$ cat src/design/bmf_pkg.sv
// ----------------------------------------------------------------------------
// bmf_pkg
// Shared constants, types and helper functions for the 5x5 box mean filter.
// ----------------------------------------------------------------------------
package bmf_pkg;

  localparam int MaxWidth   = 1024;
  localparam int MaxHeight  = 1024;
  localparam int Radius     = 2;
  localparam int Win        = 2 * Radius + 1;
  localparam int StepW      = $clog2(Win);

  localparam int DimW       = 11;
  localparam int PosW       = 10;
  localparam int CoordW     = PosW + 2;
  localparam int IdxW       = 20;
  localparam int AddrW      = 13;
  localparam int RingDepth  = 1 << AddrW;
  localparam int PixW       = 8;
  localparam int ChanN      = 3;
  localparam int ChanW      = 2;
  localparam int SumW       = 13;
  localparam int CntW       = 5;
  localparam int RecipW     = 19;
  localparam int RecipShift = 18;
  localparam int ProdW      = 32;
  localparam int QDepth     = 2;
  localparam int QPtrW      = 1;
  localparam int QCntW      = 2;

  localparam logic OP_PIXEL   = 1'b0;
  localparam logic OP_DRAIN   = 1'b1;
  localparam logic CFG_WIDTH  = 1'b0;
  localparam logic CFG_HEIGHT = 1'b1;

  typedef struct packed {
    logic [IdxW-1:0] idx;
    logic [PosW-1:0] row;
    logic [PosW-1:0] col;
    logic            last;
  } job_t;

  typedef struct packed {
    logic                    en;
    logic [AddrW-1:0]        addr;
    logic [ChanN*PixW-1:0]   data;
  } mem_wr_t;

  function automatic logic [DimW-1:0] clamp_dim(input logic [DimW-1:0] v,
                                                input logic [DimW-1:0] maxv);
    logic [DimW-1:0] r;
    if (v == '0) begin
      r = DimW'(1);
    end else if (v > maxv) begin
      r = maxv;
    end else begin
      r = v;
    end
    return r;
  endfunction

  // ceil(2^18 / n), exact floor division for sums up to 25*255
  function automatic logic [RecipW-1:0] recip(input logic [CntW-1:0] n);
    logic [RecipW-1:0] r;
    unique case (n)
      5'd2:    r = 19'd131072;
      5'd3:    r = 19'd87382;
      5'd4:    r = 19'd65536;
      5'd5:    r = 19'd52429;
      5'd6:    r = 19'd43691;
      5'd7:    r = 19'd37450;
      5'd8:    r = 19'd32768;
      5'd9:    r = 19'd29128;
      5'd10:   r = 19'd26215;
      5'd11:   r = 19'd23832;
      5'd12:   r = 19'd21846;
      5'd13:   r = 19'd20165;
      5'd14:   r = 19'd18725;
      5'd15:   r = 19'd17477;
      5'd16:   r = 19'd16384;
      5'd17:   r = 19'd15421;
      5'd18:   r = 19'd14564;
      5'd19:   r = 19'd13798;
      5'd20:   r = 19'd13108;
      5'd21:   r = 19'd12484;
      5'd22:   r = 19'd11916;
      5'd23:   r = 19'd11398;
      5'd24:   r = 19'd10923;
      5'd25:   r = 19'd10486;
      default: r = 19'd262144;
    endcase
    return r;
  endfunction

endpackage

$ cat src/design/bmf_queue.sv
// ----------------------------------------------------------------------------
// bmf_queue
// Short job queue between the front end and the window engine.
// ----------------------------------------------------------------------------
module bmf_queue import bmf_pkg::*; (
  input  logic clk_i,
  input  logic rst_ni,
  input  logic push_i,
  input  job_t job_i,
  input  logic pop_i,
  output logic full_o,
  output logic valid_o,
  output job_t job_o
);

  job_t             ent_q [QDepth];
  logic [QPtrW-1:0] wr_ptr_q, rd_ptr_q;
  logic [QCntW-1:0] cnt_q;
  logic             do_push, do_pop;

  assign full_o  = cnt_q == QCntW'(QDepth);
  assign valid_o = cnt_q != '0;
  assign job_o   = ent_q[rd_ptr_q];
  assign do_push = push_i && !full_o;
  assign do_pop  = pop_i && valid_o;

  always_ff @(posedge clk_i) begin
    if (do_push) begin
      ent_q[wr_ptr_q] <= job_i;
    end
  end

  always_ff @(posedge clk_i or negedge rst_ni) begin
    if (!rst_ni) begin
      wr_ptr_q <= '0;
      rd_ptr_q <= '0;
      cnt_q    <= '0;
    end else begin
      if (do_push) begin
        wr_ptr_q <= (wr_ptr_q == QPtrW'(QDepth - 1)) ? '0 : wr_ptr_q + QPtrW'(1);
      end
      if (do_pop) begin
        rd_ptr_q <= (rd_ptr_q == QPtrW'(QDepth - 1)) ? '0 : rd_ptr_q + QPtrW'(1);
      end
      cnt_q <= cnt_q + QCntW'(do_push) - QCntW'(do_pop);
    end
  end

endmodule

$ cat config.mk
export PLATFORM = sky130hd
export DESIGN_NAME = bmf_queue
export DESIGN_NICKNAME = d
export VERILOG_FILES = /design/src/design/bmf_pkg.sv /design/src/design/bmf_queue.sv
export SDC_FILE = /design/constraint.sdc
export NUM_CORES = 1
export LEC_CHECK = 0
export BUFFER_PORTS_ARGS = -buffer_cell sky130_fd_sc_hd__buf_4
export CAP_MARGIN = 40
export CORE_ASPECT_RATIO = 1.75
export CORE_MARGIN = 3
export CORE_UTILIZATION = 35
export CTS_BUF_LIST = sky130_fd_sc_hd__clkbuf_8 sky130_fd_sc_hd__clkbuf_16
export CTS_CLUSTER_DIAMETER = 40
export DETAILED_ROUTE_END_ITERATION = 10
export GPL_TIMING_DRIVEN = 0
export SLEW_MARGIN = 10
export SYNTH_ARGS = -nofsm -noshare
export SYNTH_HDL_FRONTEND = slang
export SYNTH_SLANG_ARGS = --single-unit
$ cat constraint.sdc
create_clock -name clk_i -period 4.35 [get_ports clk_i]
set_clock_uncertainty 0.15 [all_clocks]
set_input_delay 0.435 -clock clk_i [delete_from_list [all_inputs] [get_ports clk_i]]
set_output_delay 0.435 -clock clk_i [all_outputs]
set_load 0.05 [all_outputs]
==> results.txt <==
In this run the cell area measured after placement is 4180 um^2. Port buffering added 87 buffers. The most common cell in the netlist was edfxtp_1.

Measured along the y axis, the die boundary spans 135 um. The HPWL after detailed placement is 3950 um. After clock tree synthesis, the clock-pin slew on the worst setup and hold paths is 0.06 ns. The total track usage was 11.1%.

Along the worst path, the maximum fanout reaches 10. The max-cap check violation count is 0. After detailed routing, the number of vias per cell comes to 4.35. The flow ran to the end, and the final reports show no timing, DRC or antenna violations.

Setup repair after global routing left no endpoint under its margin. Cells with a size suffix above 1 make up 60.2% of the layout. The logs give 3.76 ns for the worst endpoint required time and 0.645 for the final weighted congestion in routability-driven placement. Relative to the synthesized area, the layout overhead comes to 34.2%.

The setup TNS is 0 ns, and the initial core utilization is 36.4%. The smallest setup slack after layout was 2.28 ns. The routed design has 5490 um of wire. The area share of the leading cell type in the synthesized netlist is 73.9%.

The average routed wire per standard cell is 14.8 um. The first-iteration detailed-routing DRC count is 72, and the final critical-path share of the clock period is 47.7%. The count of instances resized after the clock tree is built is 0.

During synthesis, Yosys emitted a total of 0 warnings. After detailed routing, the number of remaining DRC violations is 0. After global routing the overflow that remains totals 0. The later pin in the worst-skew pair is clocked with a latency of 0.32 ns.

The tools report the total nets after synthesis as 193. The final max-slew violation count is 0. The register bit count reported by yosys is 86. The floorplan has 46 rows.

Clock tree synthesis selected as its root buffer the cell clkbuf_16. The cell area that synthesis handed to floorplanning was 3330 um^2. After technology mapping, the gate count stands at 146.

Detailed routing inserted a total of 1615 vias. Ranked by total cell area, the synthesized netlist is headed by edfxtp_1 (74%), mux2_4 (18%), dfrtp_1 (3.0%). In the synthesized netlist the dominant register cell turns out to be edfxtp_1.

Transition time at the pin with the least slew margin: 0.587 ns. Once detail routing completed, the nets flagged for antenna violations numbered 0. The number of diodes added for antenna fixing is 0, and the pre-CTS setup slack is 2.45 ns. The tools report the number of placed I/O pins as 88. The power per cell area works out to 796 nW/um^2. The H-tree generated during clock tree synthesis spans 3 levels. In the synthesized netlist, the cells that appear most often are edfxtp_1 (82), mux2_4 (39), buf_6 (5).

The worst setup path is launched from a register. TritonCTS built the clock tree. Counting flops with a built-in enable in the synthesized netlist gives 82. The clock net in this run drives a total of 86 sinks. Register area share after synthesis: 76.9%. Post-route minimum period: 2.07 ns. The share of flip-flops with an asynchronous set or reset after synthesis was 4.65%.

The number of hold violations in the final report was 0; the pin count of the biggest net entering global routing was 25. The number of buffers inserted during clock tree synthesis was 9; the wire length of the first global-routing pass was 8720 um. Measured against its own limit, the worst slew margin works out to 60.8%. STA classifies the critical path endpoint as an output pin.

For the floorplan core area, the log shows 9150 um^2. Counting along the longest clock path gives a buffer depth of 2. The tools report the arrival time of data at the critical path endpoint as 1.49 ns. The number of antenna violations at the first check in global routing is 0. Synthesis instantiated 15 different standard cells from the library. The tools report the highest clock frequency the design can meet as 482 MHz. Largest area contributor in the synthesized netlist: edfxtp_1. The logs give 4470 um^2 for the summed area of non-filler cells in the final layout and 0.000489 V for the peak supply drop.

The worst setup path is of the register to output pin kind. For the final layout net count, the log shows 294. The tools report the number of global-route vias before repair as 1779. From left edge to right edge, the die measures 79.8 um. The average cell area after synthesis was 22.8 um^2. The worst hold path belongs to the class input port to register. The floorplan step defined a die boundary enclosing 10800 um^2. The first detailed-routing pass ran for 2 iterations.

For this design the static power due to leakage is 1.80 nW. Setup violation total in the final timing report: 0.
placed cells by master (no fill, tap or decap), types with 2 or more instances in the layout:
cell and count:
ha_1 2, clkinv_1 3, mux2_4 39, dfrtp_1 4, xnor2_1 3, inv_1 2
clkbuf_16 9, edfxtp_1 82, buf_4 87, mux2_2 2, buf_6 5, buf_12 2
sequential cells by signal (all words and copies together) (netlist names):
name      flops
ent_q        82
cnt_q         2
rd_ptr_q      1
wr_ptr_q      1
worst paths after layout:
check / startpoint / end / slack [ns] / cells past startpoint
max: rd_ptr_q$_DFFE_PN0P_ / job_o[15] / 2.28 / 4
min: job_i[39] / ent_q[0][39]$_DFFE_PP_ / 0.14 / 1
max reg2reg: cnt_q[1]$_DFF_PN0_ / ent_q[0][31]$_DFFE_PP_ / 2.47 / 4
min reg2reg: cnt_q[1]$_DFF_PN0_ / cnt_q[1]$_DFF_PN0_ / 0.35 / 1
max in group asynchronous: rst_ni / wr_ptr_q$_DFFE_PN0P_ / 3.65 / 2
min in group asynchronous: rst_ni / rd_ptr_q$_DFFE_PN0P_ / 0.30 / 2
area by class of cell:
type	instances	area, um^2
fill	774	4680
multi-input combinational	53	714
sequential	86	2560
clock inverter	6	53.8
timing repair buffer	90	703
tap	120	150
buffer	5	56.3
inverter	2	7.51
clock buffer	9	225
report_power, final:
| part | internal [W] | leakage, nW | switching [W] | total (W) |
|---|---|---|---|---|
| logic | 0.000639 | 0.858 | 0.00103 | 0.00166 |
| registers | 0.00114 | 0.808 | 0.0000507 | 0.00119 |
| clock network | 0.000434 | 0.134 | 0.000275 | 0.000709 |
| total | 0.00221 | 1.80 | 0.00135 | 0.00356 |
logic make-up after synthesis:
logic type	count (synthesis)	share of synthesized area, %
adders and majority gates	2	0.751
muxes	41	18.2
DFF	86	76.9
and+or+nand+nor	6	1.13
buffers and inverters	7	1.92
xor gates and xnor gates	4	1.05
layer usage:
| metal | track usage [%] | part of all wire [%] | vias to the layer above |
|---|---|---|---|
| met3 | 4.34 | 6.2 | 9 |
| met4 | 5.36 | 2.2 | 0 |
| met1 | 11.7 | 35 | 792 |
| met2 | 19.0 | 57 | 49 |
| met5 | 0 | 0 | - |
| li1 | - | - | 765 |
per-stage QoR:
stage	utilization [%]	cells	hold WS (ns)	power, W
final	48.9	371	0.135	0.00356
after global routing	48.9	371	0.116	0.00372
after CTS	48.9	371	0.119	0.00362
after detailed placement	45.7	355	0.0870	0.00290
after global placement	45.2	353	0.0867	0.00287
after floorplan	-	146	-0.0106	0.00246
worst max-delay path, cell delays in order, from the launching register on:
cell and delay (ns):
dfrtp_1 0.37, buf_6 0.14, buf_6 0.15, mux2_4 0.31
buf_4 0.19
repair_timing:
| action | 4_1_cts | 5_1_grt |
|---|---|---|
| endpoints found under the hold margin | 4 | 0 |
| setup buffers | 0 | 0 |
| hold buffers | 1 | 0 |
No activity file was read; power rests on OpenSTA's default activity.
