## src/design/bmf_pkg.sv

```systemverilog
// ----------------------------------------------------------------------------
// bmf_pkg
// Shared constants, types and helper functions for the 5x5 box mean filter.
// ----------------------------------------------------------------------------
package bmf_pkg;

  localparam int MaxWidth   = 1024;
  localparam int MaxHeight  = 1024;
  localparam int Radius     = 2;
  localparam int Win        = 2 * Radius + 1;
  localparam int StepW      = $clog2(Win);

  localparam int DimW       = 11;
  localparam int PosW       = 10;
  localparam int CoordW     = PosW + 2;
  localparam int IdxW       = 20;
  localparam int AddrW      = 13;
  localparam int RingDepth  = 1 << AddrW;
  localparam int PixW       = 8;
  localparam int ChanN      = 3;
  localparam int ChanW      = 2;
  localparam int SumW       = 13;
  localparam int CntW       = 5;
  localparam int RecipW     = 19;
  localparam int RecipShift = 18;
  localparam int ProdW      = 32;
  localparam int QDepth     = 2;
  localparam int QPtrW      = 1;
  localparam int QCntW      = 2;

  localparam logic OP_PIXEL   = 1'b0;
  localparam logic OP_DRAIN   = 1'b1;
  localparam logic CFG_WIDTH  = 1'b0;
  localparam logic CFG_HEIGHT = 1'b1;

  typedef struct packed {
    logic [IdxW-1:0] idx;
    logic [PosW-1:0] row;
    logic [PosW-1:0] col;
    logic            last;
  } job_t;

  typedef struct packed {
    logic                    en;
    logic [AddrW-1:0]        addr;
    logic [ChanN*PixW-1:0]   data;
  } mem_wr_t;

  function automatic logic [DimW-1:0] clamp_dim(input logic [DimW-1:0] v,
                                                input logic [DimW-1:0] maxv);
    logic [DimW-1:0] r;
    if (v == '0) begin
      r = DimW'(1);
    end else if (v > maxv) begin
      r = maxv;
    end else begin
      r = v;
    end
    return r;
  endfunction

  // ceil(2^18 / n), exact floor division for sums up to 25*255
  function automatic logic [RecipW-1:0] recip(input logic [CntW-1:0] n);
    logic [RecipW-1:0] r;
    unique case (n)
      5'd2:    r = 19'd131072;
      5'd3:    r = 19'd87382;
      5'd4:    r = 19'd65536;
      5'd5:    r = 19'd52429;
      5'd6:    r = 19'd43691;
      5'd7:    r = 19'd37450;
      5'd8:    r = 19'd32768;
      5'd9:    r = 19'd29128;
      5'd10:   r = 19'd26215;
      5'd11:   r = 19'd23832;
      5'd12:   r = 19'd21846;
      5'd13:   r = 19'd20165;
      5'd14:   r = 19'd18725;
      5'd15:   r = 19'd17477;
      5'd16:   r = 19'd16384;
      5'd17:   r = 19'd15421;
      5'd18:   r = 19'd14564;
      5'd19:   r = 19'd13798;
      5'd20:   r = 19'd13108;
      5'd21:   r = 19'd12484;
      5'd22:   r = 19'd11916;
      5'd23:   r = 19'd11398;
      5'd24:   r = 19'd10923;
      5'd25:   r = 19'd10486;
      default: r = 19'd262144;
    endcase
    return r;
  endfunction

endpackage

```

## src/design/bmf_front.sv

```systemverilog
// ----------------------------------------------------------------------------
// bmf_front
// Accepts input beats, writes pixels into the line store, tracks frame
// positions and issues one window job per result.
// ----------------------------------------------------------------------------
module bmf_front import bmf_pkg::*; (
  input  logic            clk_i,
  input  logic            rst_ni,
  input  logic            restart_i,
  input  logic [DimW-1:0] width_i,
  input  logic [DimW-1:0] height_i,
  input  logic            in_valid_i,
  output logic            in_stall_o,
  input  logic            operation_i,
  input  logic [PixW-1:0] red_in_i,
  input  logic [PixW-1:0] green_in_i,
  input  logic [PixW-1:0] blue_in_i,
  input  logic            q_full_i,
  output logic            push_o,
  output job_t            job_o,
  output mem_wr_t         wr_o
);

  logic [PosW-1:0]   in_col_q, in_col_d, in_row_q, in_row_d;
  logic [PosW-1:0]   out_col_q, out_col_d, out_row_q, out_row_d;
  logic [IdxW-1:0]   in_idx_q, in_idx_d, out_idx_q, out_idx_d;
  logic [AddrW-1:0]  base_q, base_d;
  logic              done_q, done_d;
  logic              accept, pixel, done_now, done_after, pix_emit, emit, last;
  logic [2*DimW-1:0] total;
  logic [IdxW:0]     in_next, out_next, lead_tgt;

  assign in_stall_o = q_full_i;
  assign accept     = in_valid_i && !q_full_i;
  assign pixel      = accept && (operation_i == OP_PIXEL) && !done_q;
  assign total      = (2*DimW)'(width_i) * (2*DimW)'(height_i);
  assign in_next    = (IdxW+1)'(in_idx_q) + (IdxW+1)'(1);
  assign out_next   = (IdxW+1)'(out_idx_q) + (IdxW+1)'(1);
  assign lead_tgt   = (IdxW+1)'(out_idx_q) + (IdxW+1)'(width_i) * (IdxW+1)'(Radius)
                    + (IdxW+1)'(Radius);
  assign done_now   = pixel && ((2*DimW)'(in_next) >= total);
  assign done_after = done_q || done_now;
  assign pix_emit   = pixel && ((IdxW+1)'(in_idx_q) >= lead_tgt);
  assign emit       = accept && (pix_emit || done_after);
  assign last       = (2*DimW)'(out_next) >= total;

  // each frame starts at a fresh ring offset so queued jobs of the previous
  // frame still see their pixels
  assign push_o    = emit;
  assign job_o.idx  = out_idx_q + IdxW'(base_q);
  assign job_o.row  = out_row_q;
  assign job_o.col  = out_col_q;
  assign job_o.last = last;

  assign wr_o.en   = pixel;
  assign wr_o.addr = in_idx_q[AddrW-1:0] + base_q;
  assign wr_o.data = {red_in_i, green_in_i, blue_in_i};

  always_comb begin
    in_col_d  = in_col_q;
    in_row_d  = in_row_q;
    in_idx_d  = in_idx_q;
    out_col_d = out_col_q;
    out_row_d = out_row_q;
    out_idx_d = out_idx_q;
    done_d    = done_q;
    base_d    = base_q;
    if (emit && last) begin
      base_d = base_q + out_next[AddrW-1:0];
    end
    priority if (restart_i || (emit && last)) begin
      in_col_d  = '0;
      in_row_d  = '0;
      in_idx_d  = '0;
      out_col_d = '0;
      out_row_d = '0;
      out_idx_d = '0;
      done_d    = 1'b0;
    end else begin
      if (pixel) begin
        in_idx_d = in_next[IdxW-1:0];
        done_d   = done_after;
        if ((DimW)'(in_col_q) + DimW'(1) >= width_i) begin
          in_col_d = '0;
          in_row_d = in_row_q + PosW'(1);
        end else begin
          in_col_d = in_col_q + PosW'(1);
        end
      end
      if (emit) begin
        out_idx_d = out_next[IdxW-1:0];
        if ((DimW)'(out_col_q) + DimW'(1) >= width_i) begin
          out_col_d = '0;
          out_row_d = out_row_q + PosW'(1);
        end else begin
          out_col_d = out_col_q + PosW'(1);
        end
      end
    end
  end

  always_ff @(posedge clk_i or negedge rst_ni) begin
    if (!rst_ni) begin
      in_col_q  <= '0;
      in_row_q  <= '0;
      in_idx_q  <= '0;
      out_col_q <= '0;
      out_row_q <= '0;
      out_idx_q <= '0;
      base_q    <= '0;
      done_q    <= 1'b0;
    end else begin
      in_col_q  <= in_col_d;
      in_row_q  <= in_row_d;
      in_idx_q  <= in_idx_d;
      out_col_q <= out_col_d;
      out_row_q <= out_row_d;
      out_idx_q <= out_idx_d;
      base_q    <= base_d;
      done_q    <= done_d;
    end
  end

endmodule

```

## config.mk

```make
export PLATFORM = sky130hd
export DESIGN_NAME = bmf_front
export DESIGN_NICKNAME = d
export VERILOG_FILES = /design/src/design/bmf_pkg.sv /design/src/design/bmf_front.sv
export SDC_FILE = /design/constraint.sdc
export NUM_CORES = 1
export LEC_CHECK = 0
export BUFFER_PORTS_ARGS = -buffer_cell sky130_fd_sc_hd__buf_2
export CORE_MARGIN = 2
export CORE_UTILIZATION = 62
export CTS_CLUSTER_DIAMETER = 30
export DETAILED_ROUTE_END_ITERATION = 6
export GPL_ROUTABILITY_DRIVEN = 0
export PLACE_DENSITY = 0.85
export REMOVE_ABC_BUFFERS = 1
export SYNTH_ARGS = -nofsm -noshare
export SYNTH_HDL_FRONTEND = slang
export SYNTH_SLANG_ARGS = --single-unit
```

## constraint.sdc

```tcl
create_clock -name clk_i -period 9.83 [get_ports clk_i]
set_clock_uncertainty 0.15 [all_clocks]
set_input_delay 0.983 -clock clk_i [delete_from_list [all_inputs] [get_ports clk_i]]
set_output_delay 0.983 -clock clk_i [all_outputs]
set_load 0.005 [all_outputs]
```

==> results of run 1 <==
-- where the power goes --
part           switching (mW)  internal [mW]  total, mW
clock                   0.146          0.233      0.379
combinational           0.947          0.625       1.57
sequential           0.000608          0.305      0.305
total                    1.09           1.16       2.26
-- critical path, delay by kind of cell --
kind / cells / cell delay [ns]
adders and majority gates: 7 / 3.32
AOI/OAI and AO/OA: 10 / 2.40
buffers and inverters: 6 / 0.58
and+or+nand+nor: 4 / 0.51
xor gates and xnor gates: 1 / 0.24
-- worst min-delay path by stage --
stage,start,end,cells after the start
after floorplan,base_q[12],base_q[12],1
after global placement,base_q[12],base_q[12],1
after detailed placement,base_q[12],base_q[12],1
after CTS,base_q[12],base_q[12],1
after global routing,base_q[12],base_q[12],1
final,base_q[12],base_q[12],1
-- registers in the layout, indices dropped and copies added (netlist names) --
name	flops
in_idx_q	20
base_q	13
out_col_q	10
out_idx_q	20
done_q	1
out_row_q	10
-- cell families (layout without fill, tap and decap cells) --
logic type      count (synthesis)  in the layout  share of synthesized area [%]
compound gates                265            265                          15.55
buf+inv                       245            260                          8.640
xor+xnor                      127            127                          8.942
simple gates                  447            447                          17.78
mux                            13             13                          1.167
fa+ha+maj                     278            278                          33.03
flops                          74             74                          14.89
-- cell type report --
cell class              instances  area, um2  area share (%)
flip-flops and latches         74       1852           14.16
repair buffers                 90      467.9           3.579
well taps                     265      331.6           2.536
clock buffers                  10      239.0           1.828
inverters                     154      578.1           4.421
clock inverters                 6      95.09          0.7272
multi-input cells            1130       9513           72.75
-- synthesized netlist by cell type (4+ instances only) --
cell type  instances
nand4_1           17
nand2b_1          11
nor2_1            65
nand3_1           42
dfrtp_1           74
xnor2_1           67
fa_1              84
and3_1            16
o21ai_0           47
nor2b_1            7
a32o_1            22
inv_1            152
or2_2              7
a31oi_1            8
o21a_1             9
a22oi_1            5
o31ai_1            5
buf_2              7
a311o_1            5
clkbuf_1          47
mux2_2            10
nor3_1            43
nor4_1             6
xor2_1            60
a22o_1            11
nand2_1          141
a21oi_1           51
nor4bb_1           4
a2111o_1           4
ha_1             194
a21boi_0           6
or3_1              7
a21o_1            19
and2_1            69
buf_6              5
a211oi_1          11
buf_4             29
a2111oi_0          7
o21bai_1           8
-- per-stage QoR --
stage	hold slack, ns	area (um2)	worst slack [ns]	utilization, %	power [mW]
2_1_floorplan	0.3342	11940	0.8366	-	1.441
3_3_place_gp	0.3602	12740	0.8482	65.04	1.766
3_5_place_dp	0.3685	12740	0.7199	65.04	1.831
4_1_cts	0.3776	13080	0.6865	66.75	2.226
5_1_grt	0.4147	13080	0.1095	66.75	2.490
6_report	0.3789	13080	0.6551	66.75	2.257
-- metal layers --
metal,routed length (um),track usage (%)
met5,0,0
met3,2281,4.263
met2,14450,48.10
met4,851,10.39
met1,13950,42.91
==> flow_metrics.env, run 1 <==
export IMPL_status="finished, final reports clean"
export IMPL_fmax_mhz=109.0
export IMPL_dr_total_vias=10570
export IMPL_drt_pass1_iter_count=6
export IMPL_drive_above_1_share_pct=9.358
export IMPL_drt_wl_total_um=31530
export IMPL_layout_common_cells="194 x ha_1, 152 x inv_1, 141 x nand2_1"
export IMPL_grt_pass1_wl_um=53000
export IMPL_worstPathRequired_ns=8.70
export IMPL_p_leak_nw=6.727
export IMPL_hold_buffers=0
export IMPL_cts_resized_gates=0
export IMPL_power_density_nw_per_um2=172.6
export IMPL_hp_class="reg2reg"
export IMPL_drt_iter0_drc=806
export IMPL_period_share_pct=93.34
export IMPL_critPathKind="in2out"
export IMPL_layoutNonFillerInstCount=1729
export IMPL_synth_seq_cells=74
export IMPL_syn_avg_cell_area_um2=8.585
export IMPL_slew_headroom_pct=33.51
export IMPL_timing_rr_start="in_idx_q[0]"
export IMPL_syn_area_um2=12440
export IMPL_reg2reg_to="in_idx_q[16]"
export IMPL_grt_pass1_vias=10630
export IMPL_ios=133
export IMPL_fillers=1619
export IMPL_report_final_hold_viol_count=0
export IMPL_yosys_area_top_type="ha_1"
export IMPL_cpMostUsedCell="fa_1"
export IMPL_rrSetupSlack_ns=4.22
export IMPL_critPathCapture="push_o"
export IMPL_worst_pin_slew_ns=0.9912
export IMPL_ys_types=79
export IMPL_rsz0062_at_grt="false"
export IMPL_synth_top_flop_cell="dfrtp_1"
export IMPL_drt_vias_per_instance=6.110
export IMPL_drv_cap=0
export IMPL_timing_setup_tns_ns=0
export IMPL_io_buffers=84
export IMPL_dp_final_hpwl_um=24560
export IMPL_clock_sinks=74
export IMPL_yosys_warnings=0
export IMPL_synth_edf_count=0
export IMPL_final_common_cell="ha_1"
export IMPL_setup_viol=0
export IMPL_clock_path_buffers=2
export IMPL_clkTransAtPathRegs_ns=0.06
export IMPL_postRouteAntennaNets=0
export IMPL_crit_start="width_i[0]"
export IMPL_synthArstFlopShare_pct=100.0
export IMPL_clock_root_buffer="clkbuf_16"
export IMPL_cp_arrival_ns=8.04
export IMPL_syn2layout_area_growth_pct=5.120
export IMPL_max_stage_delay_ns=0.55
export IMPL_cts_tree="yes"
export IMPL_antenna_cells=0
export IMPL_reg2reg_depth=19
export IMPL_wire_per_inst_um=18.24
export IMPL_yosys_area_top_type_share_pct=19.51
export IMPL_synthCells=1449
export IMPL_cts_htree_levels=3
export IMPL_nets=1789
export IMPL_clock_latency_ns=0.35
export IMPL_initial_utilization_pct=63.50
export IMPL_dieArea_um2=21210
export IMPL_ir_worst_vdd_v=0.0001932
export IMPL_cts_setup_buffers=0
export IMPL_antenna_found_initial=0
export IMPL_critPathSlowestCell="fa_1"
export IMPL_ys_top_cells_by_area="ha_1 20%, dfrtp_1 15%, fa_1 14%"
export IMPL_grt_overflow=0
export IMPL_remaining_drc_errors=0
export IMPL_grt_usage_pct=30.38
export IMPL_die_y_um=145.6
export IMPL_core_region_area_um2=19590
export IMPL_path_max_fanout=16
export IMPL_grt_max_degree=75
export IMPL_crit_path_end_kind="output pin"
export IMPL_fin_crit_ns=9.175
export IMPL_die_x_um=145.6
export IMPL_dp_cells=1713
export IMPL_numCtsBuffers=9
export IMPL_maxSlewViolCount=0
export IMPL_row_count=51
export IMPL_synth_seq_area_share_pct=14.89
export IMPL_worstSetupStartpointType="input pin"
(Power assumes the default switching activity.)
==> run 2: changes to the inputs <==
--- a/config.mk
+++ b/config.mk
@@ -6,7 +6,7 @@
 export NUM_CORES = 1
 export LEC_CHECK = 0
 export BUFFER_PORTS_ARGS = -buffer_cell sky130_fd_sc_hd__buf_2
-export CORE_MARGIN = 2
+export CORE_MARGIN = 3
 export CORE_UTILIZATION = 62
 export CTS_CLUSTER_DIAMETER = 30
 export DETAILED_ROUTE_END_ITERATION = 6
==> run 2 against run 1 <==
Clock-buffer cell count unchanged; combinational power about the same; highest routed layer unchanged; via count grew 0.32%; maximum frequency fell by 1.9%; power is 3.4% lower; flip-flop and latch count is the same; sequential share of layout area rose by 0.074 points; die area up 2.8%; critical path depth is 2 lower; non-clock buffer count down 1; wire length up 0.30%; largest power group unchanged.
==> flow_metrics.env, run 2 (synthesis gave the netlist of run 1 again) <==
export IMPL_cts_htree_levels=3
export IMPL_fmax_mhz=106.9
export IMPL_wire_per_inst_um=18.30
export IMPL_drt_iter0_drc=752
export IMPL_postRouteAntennaNets=0
export IMPL_clock_latency_ns=0.35
export IMPL_drv_cap=0
export IMPL_cpMostUsedCell="fa_1"
export IMPL_numCtsBuffers=9
export IMPL_multiInputGateArea_um2=9514
export IMPL_p_switching_mw=1.088
export IMPL_io_buffers=84
export IMPL_clkPwrFrac_pct=14.3
export IMPL_fin_crit_ns=9.353
export IMPL_ios=133
export IMPL_crit_path_end_kind="output pin"
export IMPL_switching_share_pct=49.90
export IMPL_grt_usage_pct=29.64
export IMPL_hp_class="reg2reg"
export IMPL_slew_headroom_pct=32.94
export IMPL_critPathSlowestCell="fa_1"
export IMPL_period_share_pct=95.15
export IMPL_clock_root_buffer="clkbuf_16"
export IMPL_core_region_area_um2=19590
export IMPL_drt_pass1_iter_count=5
export IMPL_antenna_cells=0
export IMPL_max_stage_delay_ns=0.56
export IMPL_dieArea_um2=21800
export IMPL_hold_slack_ns=0.3691
export IMPL_ir_worst_vdd_v=0.0001655
export IMPL_layout_common_cells="194 x ha_1, 152 x inv_1, 141 x nand2_1"
export IMPL_report_final_hold_viol_count=0
export IMPL_remaining_drc_errors=0
export IMPL_rsz0062_at_grt="false"
export IMPL_grt_busiest_layer="met2"
export IMPL_setup_viol=0
export IMPL_fin_ws_ns=0.4772
export IMPL_grt_util_met3_pct=3.985
export IMPL_grt_overflow=0
export IMPL_grtUsageMet2_pct=48.27
export IMPL_seqCellArea_um2=1852
export IMPL_top_regs="in_idx_q x20, out_idx_q x20, base_q x13"
export IMPL_pre_cts_slack_ns=0.5963
export IMPL_placedInstanceArea_um2=12730
export IMPL_drt_wl_total_um=31630
export IMPL_antenna_found_initial=0
export IMPL_grtUsageMet1_pct=41.94
export IMPL_drive_above_1_share_pct=9.228
export IMPL_path_buf_inv=6
export IMPL_final_area_um2=13010
export IMPL_grt_max_degree=75
export IMPL_maxSlewViolCount=0
export IMPL_clkTransAtPathRegs_ns=0.06
export IMPL_combPwrFrac_pct=71.7
export IMPL_drt_vias_per_instance=6.134
export IMPL_power_density_nw_per_um2=167.6
export IMPL_worst_pin_slew_ns=0.9997
export IMPL_cp_arrival_ns=8.22
export IMPL_initial_utilization_pct=63.50
export IMPL_clock_path_buffers=2
export IMPL_worstSetupStartpointType="input pin"
export IMPL_crit_family="adder cells"
export IMPL_p_leak_nw=6.691
export IMPL_cts_tree="yes"
export IMPL_die_y_um=147.6
export IMPL_timing_setup_tns_ns=0
export IMPL_seqPwrFrac_pct=14.0
export IMPL_grt_pass1_wl_um=53130
export IMPL_hold_buffers=0
export IMPL_cts_setup_buffers=0
export IMPL_fillers=1619
export IMPL_path_max_fanout=17
export IMPL_internal_power_mw=1.093
export IMPL_row_count=51
export IMPL_dr_total_vias=10600
export IMPL_dp_final_hpwl_um=24760
export IMPL_final_common_cell="ha_1"
export IMPL_status="finished, final reports clean"
export IMPL_die_x_um=147.6
export IMPL_critPathKind="in2out"
export IMPL_nets=1788
export IMPL_clock_sinks=74
export IMPL_grt_pass1_vias=10710
export IMPL_worstPathRequired_ns=8.70
export IMPL_syn2layout_area_growth_pct=4.576
## run 2: changes by cell type in the layout (fill, tap and decap cells not counted), sizes merged
cell	before	now
clkinv	2	6
inv	156	153
bufinv	2	0
buf	90	89
clkinvlp	0	1
## run 2: repair_timing
action / 4_1_cts / 5_1_grt
endpoints found under the hold margin: 0 / 0
setup endpoints to repair: 0 / 1
resized for setup: 0 / 1
## run 2: worst register-to-register path, cell delays in order (launching register included)
cell and delay, ns:
dfrtp_1 0.46, ha_1 0.25, nand3_1 0.19, nor4_1 0.62, nand3_1 0.27, inv_1 0.11, nand3_1 0.14, xnor2_1 0.18
ha_1 0.31, nand2_1 0.05, nor2_1 0.20, o311ai_0 0.25, o21ai_0 0.35, nand3_1 0.15, a311oi_2 0.44, o21bai_4 0.09
buf_4 0.25, a21oi_4 0.52, buf_4 0.37, nor3_1 0.10
## run 2: stage by stage
step                      cells  power [mW]  util [%]
after floorplan            1358       1.441         -
after global placement     1712       1.759     65.01
after detailed placement   1712       1.824     65.01
after CTS                  1728       2.156     66.40
after global routing       1728       2.389     66.40
final                      1728       2.181     66.40
## run 2: final timing paths
kind | startpoint | endpoint | slack, ns | depth (start not counted)
worst max register to register | in_idx_q[0] | in_idx_q[16] | 4.23 | 19
min in group asynchronous | rst_ni | out_col_q[9] | 0.64 | 1
max in group asynchronous | rst_ni | out_idx_q[8] | 8.22 | 1
worst max-delay path | width_i[0] | job_o[0] | 0.48 | 26
worst min register to register | base_q[12] | base_q[12] | 0.37 | 1
worst min-delay path | base_q[12] | base_q[12] | 0.37 | 1
## run 2: layout make-up
class                   count  area share (%)
clock inverters             6          0.3366
multi-input cells        1130           73.14
flip-flops and latches     74           14.23
repair buffers             89           3.539
well taps                 265           2.549
inverters                 154           4.444
clock buffers              10           1.760
## run 2: per-layer routing
layer / share of wire [%] / vias to the layer above
li1: - / 4993
met1: 44 / 5087
met2: 46 / 461
met3: 7.2 / 58
met4: 2.3 / 0
met5: 0 / -
## run 2: power groups by stage
| stage | registers (mW) | clock network, mW | logic [mW] |
|---|---|---|---|
| after floorplan | 0.311 | 0 | 1.13 |
| after global placement | 0.311 | 0 | 1.45 |
| after detailed placement | 0.311 | 0 | 1.51 |
| after CTS | 0.305 | 0.315 | 1.54 |
| after global routing | 0.305 | 0.326 | 1.76 |
| final | 0.305 | 0.312 | 1.56 |
==> run 3: changes to the inputs <==
--- a/config.mk
+++ b/config.mk
@@ -12,7 +12,6 @@
 export DETAILED_ROUTE_END_ITERATION = 6
 export GPL_ROUTABILITY_DRIVEN = 0
 export PLACE_DENSITY = 0.85
-export REMOVE_ABC_BUFFERS = 1
 export SYNTH_ARGS = -nofsm -noshare
 export SYNTH_HDL_FRONTEND = slang
 export SYNTH_SLANG_ARGS = --single-unit
==> run 3 against run 2 <==
Final cell count is essentially flat; first-iteration DRC count grew 12%; sequential share of layout area is essentially flat; global-route usage shrank 0.23 points; via count grew 0.60%; sequential power is essentially flat; flip-flop and latch count is the same; non-clock buffer count grew 1; clock power grew 4%; maximum frequency shrank 0.77%; largest cell class unchanged.
==> flow_metrics.env, run 3 (synthesis gave the netlist of run 1 again) <==
export IMPL_grt_max_degree=75
export IMPL_clock_root_buffer="clkbuf_16"
export IMPL_timing_rr_start="in_idx_q[1]"
export IMPL_power_density_nw_per_um2=170.1
export IMPL_drt_vias_per_instance=6.167
export IMPL_drt_wl_total_um=31310
export IMPL_cts_setup_buffers=0
export IMPL_reg2reg_to="in_idx_q[14]"
export IMPL_p_total_mw=2.216
export IMPL_setup_viol=0
export IMPL_top_regs="in_idx_q x20, out_idx_q x20, base_q x13"
export IMPL_clkTransAtPathRegs_ns=0.06
export IMPL_cts_htree_levels=3
export IMPL_core_region_area_um2=19590
export IMPL_io_buffers=84
export IMPL_antenna_found_initial=0
export IMPL_holdPathStages=1
export IMPL_clock_latency_ns=0.35
export IMPL_critPathSlowestCell="a2111oi_0"
export IMPL_rrSetupSlack_ns=3.83
export IMPL_maxSlewViolCount=0
export IMPL_cts_tree="yes"
export IMPL_path_max_fanout=17
export IMPL_grt_usage_pct=29.41
export IMPL_hp_class="reg2reg"
export IMPL_initial_utilization_pct=63.50
export IMPL_drv_cap=0
export IMPL_ir_worst_vdd_v=0.0001414
export IMPL_p_leak_nw=6.704
export IMPL_syn2layout_area_growth_pct=4.737
export IMPL_grt_pass1_wl_um=53050
export IMPL_ios=133
export IMPL_hold_buffers=0
export IMPL_clock_path_buffers=2
export IMPL_max_stage_delay_ns=0.60
export IMPL_path_buf_inv=6
export IMPL_dr_total_vias=10660
export IMPL_fmax_mhz=106.1
export IMPL_hold_slack_ns=0.3840
export IMPL_worstPathRequired_ns=8.70
export IMPL_syn_nets=1779
export IMPL_drive_above_1_share_pct=9.358
export IMPL_die_y_um=147.6
export IMPL_layout_common_cells="194 x ha_1, 152 x inv_1, 141 x nand2_1"
export IMPL_antenna_cells=0
export IMPL_remaining_drc_errors=0
export IMPL_reg2reg_depth=19
export IMPL_fin_crit_ns=9.425
export IMPL_report_final_hold_viol_count=0
export IMPL_multiInputGateArea_um2=9513
export IMPL_timing_setup_tns_ns=0
export IMPL_status="finished, final reports clean"
export IMPL_critPathKind="in2out"
export IMPL_dp_final_hpwl_um=24400
export IMPL_wire_per_inst_um=18.11
export IMPL_row_count=51
export IMPL_worstSetupStartpointType="input pin"
export IMPL_numCtsBuffers=9
export IMPL_whs_endpoint="base_q[12]"
export IMPL_period_share_pct=95.88
export IMPL_cpMostUsedCell="fa_1"
export IMPL_worst_pin_slew_ns=1.003
export IMPL_clock_sinks=74
export IMPL_fillers=1623
export IMPL_die_x_um=147.6
export IMPL_crit_family="adder cells"
export IMPL_placedInstanceArea_um2=12740
export IMPL_drt_pass1_iter_count=5
export IMPL_cp_arrival_ns=8.29
export IMPL_nets=1789
export IMPL_seqCellArea_um2=1852
export IMPL_drt_iter0_drc=840
export IMPL_final_area_um2=13030
export IMPL_rsz0062_at_grt="false"
export IMPL_final_common_cell="ha_1"
export IMPL_postRouteAntennaNets=0
export IMPL_cts_resized_gates=0
export IMPL_crit_path_end_kind="output pin"
export IMPL_dieArea_um2=21800
export IMPL_dp_cells=1713
export IMPL_grt_pass1_vias=10970
export IMPL_slew_headroom_pct=33.14
export IMPL_layoutNonFillerInstCount=1729
export IMPL_grt_overflow=0
export IMPL_worstHoldStart="base_q[12]"
run 3: changes by cell type in the layout (fill, tap and decap cells not counted):
cell	delta
clkbuf_1	-1
clkinv_4	-3
inv_6	+4
clkinv_2	-1
a2111oi_1	-1
buf_4	+1
clkbuf_8	+1
a2111oi_0	+1
run 3: worst max path at each step:
stage            startpoint  endpoint  slack [ns]  depth (start not counted)
2_1_floorplan  height_i[10]    push_o        1.05                         28
4_1_cts          width_i[0]  job_o[0]        0.48                         26
3_3_place_gp     width_i[0]  job_o[0]        0.74                         26
5_1_grt          width_i[0]  job_o[0]        0.04                         26
6_report         width_i[0]  job_o[0]        0.40                         26
3_5_place_dp     width_i[0]  job_o[0]        0.52                         26
run 3: per-stage QoR:
stage | util [%] | setup slack (ns)
2_1_floorplan | - | 1.048
3_3_place_gp | 65.04 | 0.7406
3_5_place_dp | 65.04 | 0.5155
4_1_cts | 66.51 | 0.4814
5_1_grt | 66.51 | 0.04283
6_report | 66.51 | 0.4047
run 3: layout make-up:
cell class              count  share of cell area (%)
clock buffers              10                   1.834
clock inverters             6                  0.3649
flip-flops and latches     74                   14.21
repair buffers             90                   3.592
well taps                 265                   2.545
inverters                 154                   4.437
multi-input cells        1130                   73.01
run 3: power breakdown:
group | switching (mW) | internal (mW)
sequential | 0.000601 | 0.305
combinational | 0.965 | 0.620
clock | 0.144 | 0.181
total | 1.11 | 1.11
run 3: metal layers:
| layer | vias to the layer above | track usage (%) | part of all wire (%) |
|---|---|---|---|
| li1 | 5000 | - | - |
| met1 | 5080 | 39.51 | 42 |
| met2 | 472 | 48.57 | 46 |
| met3 | 111 | 3.403 | 7.8 |
| met4 | 0 | 12.21 | 3.7 |
| met5 | - | 0 | 0 |
